$ cat config.mk
export PLATFORM = sky130hd
export DESIGN_NAME = integer_to_radix_digits
export DESIGN_NICKNAME = d
export VERILOG_FILES = /design/src/rtl/itrd_pkg.sv /design/src/rtl/integer_to_radix_digits.sv
export SDC_FILE = /design/constraint.sdc
export NUM_CORES = 2
export LEC_CHECK = 0
export BUFFER_PORTS_ARGS = -buffer_cell sky130_fd_sc_hd__buf_2
export CAP_MARGIN = 20
export CORE_MARGIN = 2
export CORE_UTILIZATION = 63
export DETAILED_ROUTE_END_ITERATION = 6
export HOLD_SLACK_MARGIN = 0.08
export PLACE_DENSITY = 0.81
export SLEW_MARGIN = 25
export SYNTH_ARGS = -nofsm -noshare
export SYNTH_HDL_FRONTEND = slang
export SYNTH_SLANG_ARGS = --single-unit
$ cat constraint.sdc
create_clock -name i_clk -period 10.9 [get_ports i_clk]
set_input_delay 1.09 -clock i_clk [delete_from_list [all_inputs] [get_ports i_clk]]
set_output_delay 1.09 -clock i_clk [all_outputs]
set_load 0.01 [all_outputs]
$ cat src/rtl/itrd_pkg.sv
package itrd_pkg;

    localparam int MAX_BASE    = 16;
    localparam int MAX_DIGITS  = 64;
    localparam int NUM_SYMBOLS = 16;
    localparam int VALUE_W     = 64;
    localparam int HALF_W      = 32;
    localparam int CHAR_W      = 8;
    localparam int BASE_W      = 5;
    localparam int DIGIT_W     = $clog2(MAX_BASE);
    localparam int CNT_W       = $clog2(MAX_DIGITS + 1);
    localparam int BIT_CNT_W   = $clog2(VALUE_W);
    localparam int CFG_IDX_W   = 2;

    localparam logic [CHAR_W-1:0] CHAR_PLUS  = 8'h2B;
    localparam logic [CHAR_W-1:0] CHAR_MINUS = 8'h2D;

    localparam logic [BASE_W-1:0]  RST_BASE_LEN = 5'd10;
    localparam logic [VALUE_W-1:0] RST_ALPHA_LO = 64'h3736353433323130;
    localparam logic [VALUE_W-1:0] RST_ALPHA_HI = 64'h0000000000003938;

    localparam logic OP_SIGNED32   = 1'b0;
    localparam logic OP_UNSIGNED64 = 1'b1;

    typedef enum logic [CFG_IDX_W-1:0] {
        CFG_BASE_LEN  = 2'd0,
        CFG_ALPHA_LO  = 2'd1,
        CFG_ALPHA_HI  = 2'd2
    } t_cfg_idx;

    typedef enum logic [1:0] {
        S_IDLE,
        S_DIV,
        S_SIGN,
        S_POP
    } t_state;

    typedef logic [MAX_DIGITS-1:0][DIGIT_W-1:0] t_digit_stack;

    function automatic logic [CHAR_W-1:0] symbol_at(
        input logic [VALUE_W-1:0] lo,
        input logic [VALUE_W-1:0] hi,
        input logic [DIGIT_W-1:0] idx
    );
        logic [2*VALUE_W-1:0] tbl;
        tbl = {hi, lo};
        return tbl[idx*CHAR_W +: CHAR_W];
    endfunction

    function automatic logic alphabet_ok(
        input logic [BASE_W-1:0]  n,
        input logic [VALUE_W-1:0] lo,
        input logic [VALUE_W-1:0] hi
    );
        logic [2*VALUE_W-1:0] tbl;
        logic                 ok;
        logic [CHAR_W-1:0]    ci;
        tbl = {hi, lo};
        ok  = (n >= BASE_W'(2)) && (n <= BASE_W'(MAX_BASE));
        for (int i = 0; i < NUM_SYMBOLS; i++) begin
            ci = tbl[i*CHAR_W +: CHAR_W];
            if (BASE_W'(i) < n) begin
                if (ci == CHAR_PLUS || ci == CHAR_MINUS) begin
                    ok = 1'b0;
                end
                for (int j = i + 1; j < NUM_SYMBOLS; j++) begin
                    if (BASE_W'(j) < n && tbl[j*CHAR_W +: CHAR_W] == ci) begin
                        ok = 1'b0;
                    end
                end
            end
        end
        return ok;
    endfunction

endpackage

$ cat src/rtl/integer_to_radix_digits.sv
// Channel  Dir  Handshake                 Payload
// s        in   i_s_tvalid / o_s_tready   tdata: value_bits[63:0]; tuser: opcode
// m        out  o_m_tvalid / i_m_tready   tdata: out_char[7:0]; tlast: last_char
// cfg      in   i_cfg_valid / o_cfg_ready index[1:0], data[63:0]
//
// Digits come from a bit-serial restoring divider; then one character (sign
// included) goes out per cycle while the output is taken. Reset is
// synchronous, active low; config comes back to base 10, "0".."9". Output
// stalls hold the character stage; input is taken again once the last
// character is loaded, and not in the cycle right after a config write.
module integer_to_radix_digits (
    input  logic                                  i_clk,
    input  logic                                  i_rst_n,
    input  logic                                  i_s_tvalid,
    output logic                                  o_s_tready,
    input  logic [itrd_pkg::VALUE_W-1:0]          i_s_tdata,   // value_bits
    input  logic                                  i_s_tuser,   // opcode
    output logic                                  o_m_tvalid,
    input  logic                                  i_m_tready,
    output logic [itrd_pkg::CHAR_W-1:0]           o_m_tdata,   // out_char
    output logic                                  o_m_tlast,
    input  logic                                  i_cfg_valid,
    output logic                                  o_cfg_ready,
    input  logic [itrd_pkg::CFG_IDX_W-1:0]        i_cfg_index,
    input  logic [itrd_pkg::VALUE_W-1:0]          i_cfg_data
);

    itrd_pkg::t_state                    r_state,    n_state;
    logic [itrd_pkg::VALUE_W-1:0]        r_mag,      n_mag;
    logic [itrd_pkg::DIGIT_W-1:0]        r_rem,      n_rem;
    logic [itrd_pkg::BIT_CNT_W-1:0]      r_bit_cnt,  n_bit_cnt;
    logic                                r_qnz,      n_qnz;
    logic                                r_neg,      n_neg;
    itrd_pkg::t_digit_stack              r_stk,      n_stk;
    logic [itrd_pkg::CNT_W-1:0]          r_cnt,      n_cnt;
    logic                                r_ov,       n_ov;
    logic [itrd_pkg::CHAR_W-1:0]         r_och,      n_och;
    logic                                r_olast,    n_olast;
    logic [itrd_pkg::BASE_W-1:0]         r_base_len;
    logic [itrd_pkg::VALUE_W-1:0]        r_alpha_lo;
    logic [itrd_pkg::VALUE_W-1:0]        r_alpha_hi;
    logic                                r_alpha_ok;
    logic                                r_cfg_hold;

    logic                                s_acc;
    logic                                out_free;
    logic [itrd_pkg::BASE_W-1:0]         trial;
    logic [itrd_pkg::BASE_W-1:0]         diff;
    logic                                ge;
    logic [itrd_pkg::DIGIT_W-1:0]        rem_nx;
    logic [itrd_pkg::HALF_W-1:0]         low;
    logic [itrd_pkg::HALF_W-1:0]         mag32;

    assign o_s_tready  = (r_state == itrd_pkg::S_IDLE) && !r_cfg_hold;
    assign o_cfg_ready = 1'b1;
    assign o_m_tvalid  = r_ov;
    assign o_m_tdata   = r_och;
    assign o_m_tlast   = r_olast;

    assign s_acc    = i_s_tvalid && o_s_tready;
    assign out_free = !r_ov || i_m_tready;

    // one restoring step per cycle
    assign trial  = {r_rem, r_mag[itrd_pkg::VALUE_W-1]};
    assign ge     = trial >= r_base_len;
    assign diff   = trial - r_base_len;
    assign rem_nx = ge ? diff[itrd_pkg::DIGIT_W-1:0] : trial[itrd_pkg::DIGIT_W-1:0];

    assign low   = i_s_tdata[itrd_pkg::HALF_W-1:0];
    assign mag32 = low[itrd_pkg::HALF_W-1] ? (~low + itrd_pkg::HALF_W'(1)) : low;

    always_comb begin
        n_state   = r_state;
        n_mag     = r_mag;
        n_rem     = r_rem;
        n_bit_cnt = r_bit_cnt;
        n_qnz     = r_qnz;
        n_neg     = r_neg;
        n_stk     = r_stk;
        n_cnt     = r_cnt;
        n_ov      = r_ov && !i_m_tready;
        n_och     = r_och;
        n_olast   = r_olast;

        unique case (r_state)
            itrd_pkg::S_IDLE: begin
                if (s_acc && r_alpha_ok) begin
                    if (i_s_tuser == itrd_pkg::OP_SIGNED32) begin
                        n_mag = {{(itrd_pkg::VALUE_W-itrd_pkg::HALF_W){1'b0}}, mag32};
                        n_neg = low[itrd_pkg::HALF_W-1];
                    end else begin
                        n_mag = i_s_tdata;
                        n_neg = 1'b0;
                    end
                    n_rem     = '0;
                    n_bit_cnt = '0;
                    n_qnz     = 1'b0;
                    n_cnt     = '0;
                    n_state   = itrd_pkg::S_DIV;
                end
            end
            itrd_pkg::S_DIV: begin
                n_mag     = {r_mag[itrd_pkg::VALUE_W-2:0], ge};
                n_rem     = rem_nx;
                n_qnz     = r_qnz || ge;
                n_bit_cnt = r_bit_cnt + itrd_pkg::BIT_CNT_W'(1);
                if (r_bit_cnt == itrd_pkg::BIT_CNT_W'(itrd_pkg::VALUE_W - 1)) begin
                    n_stk = {r_stk[itrd_pkg::MAX_DIGITS-2:0], rem_nx};
                    n_cnt = r_cnt + itrd_pkg::CNT_W'(1);
                    n_rem = '0;
                    n_qnz = 1'b0;
                    if (!(r_qnz || ge)
                        || r_cnt == itrd_pkg::CNT_W'(itrd_pkg::MAX_DIGITS - 1)) begin
                        n_state = r_neg ? itrd_pkg::S_SIGN : itrd_pkg::S_POP;
                    end
                end
            end
            itrd_pkg::S_SIGN: begin
                if (out_free) begin
                    n_ov    = 1'b1;
                    n_och   = itrd_pkg::CHAR_MINUS;
                    n_olast = 1'b0;
                    n_state = itrd_pkg::S_POP;
                end
            end
            itrd_pkg::S_POP: begin
                if (out_free) begin
                    n_ov    = 1'b1;
                    n_och   = itrd_pkg::symbol_at(r_alpha_lo, r_alpha_hi, r_stk[0]);
                    n_olast = (r_cnt == itrd_pkg::CNT_W'(1));
                    n_cnt   = r_cnt - itrd_pkg::CNT_W'(1);
                    n_stk   = {{itrd_pkg::DIGIT_W{1'b0}}, r_stk[itrd_pkg::MAX_DIGITS-1:1]};
                    if (r_cnt == itrd_pkg::CNT_W'(1)) begin
                        n_state = itrd_pkg::S_IDLE;
                    end
                end
            end
            default: n_state = itrd_pkg::S_IDLE;
        endcase
    end

    always_ff @(posedge i_clk) begin
        if (!i_rst_n) begin
            r_state <= itrd_pkg::S_IDLE;
            r_ov    <= 1'b0;
            r_cnt   <= '0;
        end else begin
            r_state <= n_state;
            r_ov    <= n_ov;
            r_cnt   <= n_cnt;
        end
    end

    always_ff @(posedge i_clk) begin
        r_mag     <= n_mag;
        r_rem     <= n_rem;
        r_bit_cnt <= n_bit_cnt;
        r_qnz     <= n_qnz;
        r_neg     <= n_neg;
        r_stk     <= n_stk;
        r_och     <= n_och;
        r_olast   <= n_olast;
    end

    always_ff @(posedge i_clk) begin
        if (!i_rst_n) begin
            r_base_len <= itrd_pkg::RST_BASE_LEN;
            r_alpha_lo <= itrd_pkg::RST_ALPHA_LO;
            r_alpha_hi <= itrd_pkg::RST_ALPHA_HI;
            r_alpha_ok <= 1'b1;
            r_cfg_hold <= 1'b0;
        end else begin
            r_alpha_ok <= itrd_pkg::alphabet_ok(r_base_len, r_alpha_lo, r_alpha_hi);
            r_cfg_hold <= i_cfg_valid && o_cfg_ready;
            if (i_cfg_valid && o_cfg_ready) begin
                unique case (i_cfg_index)
                    itrd_pkg::CFG_BASE_LEN: r_base_len <= i_cfg_data[itrd_pkg::BASE_W-1:0];
                    itrd_pkg::CFG_ALPHA_LO: r_alpha_lo <= i_cfg_data;
                    itrd_pkg::CFG_ALPHA_HI: r_alpha_hi <= i_cfg_data;
                    default: ;
                endcase
            end
        end
    end

`ifndef NO_ASSERTIONS
    a_cnt_bound: assert property (@(posedge i_clk) disable iff (!i_rst_n)
        r_cnt <= itrd_pkg::CNT_W'(itrd_pkg::MAX_DIGITS))
        else $error("digit count above limit");

    a_pop_nonempty: assert property (@(posedge i_clk) disable iff (!i_rst_n)
        (r_state == itrd_pkg::S_POP || r_state == itrd_pkg::S_SIGN) |-> r_cnt != '0)
        else $error("emitting with empty digit stack");

    a_rem_below_base: assert property (@(posedge i_clk) disable iff (!i_rst_n)
        r_state == itrd_pkg::S_DIV |-> {1'b0, r_rem} < r_base_len)
        else $error("partial remainder not below radix");

    a_sign_only_neg: assert property (@(posedge i_clk) disable iff (!i_rst_n)
        r_state == itrd_pkg::S_SIGN |-> r_neg)
        else $error("sign emitted for non-negative value");
`endif

endmodule

==> results.cfg <==
[sta]
tightest_slew_ns = 1.16
maxSlewViolCount = 0
finalSetupTns_ns = 0
hold_viol_final = 0
finalSetupViolations = 0
clock_skew_ns = 0.0192
min_period_over_period_pct = 35.9
min_period_ns = 3.91
slew-limit-headroom_pct = 22.8
fmax_ghz = 0.256
rsz0062_at_grt = false

[min_path]
holdPathStages = 2
min_path_type = reg -> reg
hold_end = r_alpha_hi[52]
hold_start = r_alpha_hi[52]

[job]
cap_viol_max_count = 0

[global_routing]
grt_overflow = 0
antenna_found_initial = 2
grt_pass1_wl_um = 163000
first_global_vias = 27100
grt_max_degree = 111
grtUsageTotal_pct = 38.0

[critical_path]
crit_required_ns = 11.14
r2r-end = r_stk[217]
critPathKind = reg -> reg
cp-end-kind = flop
reg2reg_from = r_state[1]
cp_data_arrival_time_ns = 4.15
rr_worst_depth = 9
crit_fanout = 91
regToRegSetupSlack_ns = 6.99
startpoint_type = flop

[yosys]
synth_top_family_by_area = XOR/XNOR gates
synth_enable_flop_cells = 341
synth-seq-cells = 486
muxShareOfSynthArea_pct = 10.9
synth_cell_types = 74
synth_ff_type = edfxtp_1
synth-simple-area-share_pct = 12.5
ys_warn_count = 0
synth.net_count = 3503
synth_xor_area_share_pct = 25.7
avgSynthCellArea_um2 = 10.2
synth_compound_area_share_pct = 6.40
async_flop_share_pct = 0
ys_seq_area_share_pct = 38.4
synthAdderAreaFrac_pct = 0.607
syn-instance-count = 3351
synth_area_mm2 = 0.0342

[clocking]
cts_made_buffers = 49
clk_pin_slew_ns = 0.06
htreeDepth = 2
cts_sinks = 486
cts_tree = yes
ctsResizeCount = 0
cts_setup_buffers = 0
clockRootBuffer = clkbuf_16
ctsLongestPathBuffers = 3
holdBufCountCts = 0
worstSkewPairLatency_ns = 0.61

[power]
ir_worst_vdd_uv = 165
p_per_area_mw_per_mm2 = 160
p_leak_nw = 12.5
power.total_mw = 5.89

[finish]
area_growth_pct = 7.74
post-route-util_pct = 68.5
layoutNonFillerInstCount = 4042
drive_gt1_share_pct = 20.4
fin_area_mm2 = 0.0369
n_fill_cell = 3969
final_net_count = 3456

[place]
finalWeightedCongestion = 1.04
port_buffers = 146
placed_area_mm2 = 0.0351
place_hpwl_um = 66200
dpl.cell_count = 3946

[die]
die_x_um = 237
initial_core_util_pct = 63.6
dieArea_mm2 = 0.0562
io-pin-count = 148
die_y_um = 237
core_mm2 = 0.0538
core.rowCount = 85

[routing]
drt_iter0_drc = 3428
ant_nets = 0
vias = 27500
via_per_inst = 6.81
wirelength_um = 109000
wl_per_cell_um = 27.0
remaining_drc_errors = 0
dr.pass1.iters = 6

[status]
status = finished, final reports clean
metal layers:
layer  track usage (%)  wire, um  share of wire [%]  up-vias
met1              49.2     41200                 38    13300
met4              21.6      7360                6.7        4
met3              12.2     14400                 13      615
met5                 0        82              0.075        -
li1                  -         -                  -    11600
met2              56.4     46200                 42     2010
critical path, stage by stage, from the launching register on:
cell and delay (ns):
dfxtp_1 0.35, inv_1 0.16, ha_4 0.48, buf_12 0.31, nor2_1 0.11, a21oi_1 0.18, and2_4 0.46, buf_16 0.32
buf_4 0.38, buf_6 0.66
registers in the layout, summed over array words and instances, names as in the netlist, 2 cells and up:
| name | flops |
|---|---|
| r_stk | 256 |
| r_alpha_hi | 64 |
| r_alpha_lo | 64 |
| r_mag | 64 |
| o_m_tdata | 8 |
| r_cnt | 7 |
| r_bit_cnt | 6 |
| r_base_len | 5 |
| r_rem | 4 |
| r_state | 2 |
through the flow:
| step | hold slack (ns) | worst slack (ns) |
|---|---|---|
| after detailed placement | 0.459 | 5.77 |
| after CTS | 0.468 | 5.79 |
| after global placement | 0.451 | 6.10 |
| final | 0.467 | 6.99 |
| after global routing | 0.485 | 6.75 |
| after floorplan | 0.478 | 3.14 |
cells in the final DEF, fill, tap and decap left out, drive strengths merged, types with 42 or more instances in the layout:
cell	n
nand2	305
nor3	66
mux2	250
nor4	125
nor2	44
xnor2	593
o21ai	54
nand3	75
a21boi	99
edfxtp	341
xor2	411
a21oi	42
dfxtp	145
nand4	145
clkbuf	64
buf	279
cell type report:
class,instances,area [um^2],area share (%)
diodes,1,2.50,0.00678
repair buffers,279,1800,4.88
clock inverters,28,315,0.855
flip-flops and latches,486,13200,35.7
clock buffers,64,1330,3.61
multi-input cells,2463,19300,52.4
inverters,25,93.8,0.254
well taps,696,871,2.36
worst max path at each step:
stage          startpoint          to  slack (ns)  cells past startpoint
3_3_place_gp   r_state[0]  r_stk[134]        6.10                      7
3_5_place_dp   r_state[0]  r_stk[134]        5.77                      7
2_1_floorplan  i_m_tready    r_stk[0]        3.14                      3
4_1_cts        r_state[0]  r_stk[106]        5.79                      7
5_1_grt        r_state[1]  r_stk[249]        6.75                      9
6_report       r_state[1]  r_stk[217]        6.99                      9
cell families (layout without fill, tap and decap cells):
kind of cell,count (synthesis),after routing
xor gates and xnor gates,1004,1004
and+or+nand+nor,835,835
DFF,486,486
buffers and inverters,402,396
AOI/OAI and AO/OA,314,314
muxes,293,293
adders and majority gates,16,16
other,1,2
power by group:
group          internal (mW)  total [mW]  switching (mW)
clock                  0.970        1.72           0.745
sequential              2.49        2.68           0.187
combinational          0.598        1.50           0.900
total                   4.06        5.89            1.83
cell usage after synthesis, drive strengths merged, types with 5 or more instances:
master | number | area, um^2
a21oi | 42 | 221
nor2b | 13 | 81.3
clkbuf | 97 | 364
nor4 | 125 | 803
o311ai | 6 | 52.6
inv | 24 | 90.1
mux2 | 250 | 2820
nand4 | 145 | 907
nor2 | 44 | 173
a21boi | 99 | 743
nand4b | 12 | 105
mux4 | 40 | 901
buf | 280 | 1410
xnor2 | 593 | 5190
and2 | 10 | 62.6
a31oi | 34 | 228
or3 | 6 | 37.5
nand2b | 8 | 50.1
a22o | 32 | 280
nor3 | 66 | 335
edfxtp | 341 | 10200
ha | 15 | 188
dfxtp | 145 | 2900
o31ai | 8 | 60.1
o211ai | 5 | 37.5
xor2 | 411 | 3600
nand2 | 305 | 1140
o21ai | 54 | 270
nand3 | 75 | 375
Power figures use the tool's default switching activity.
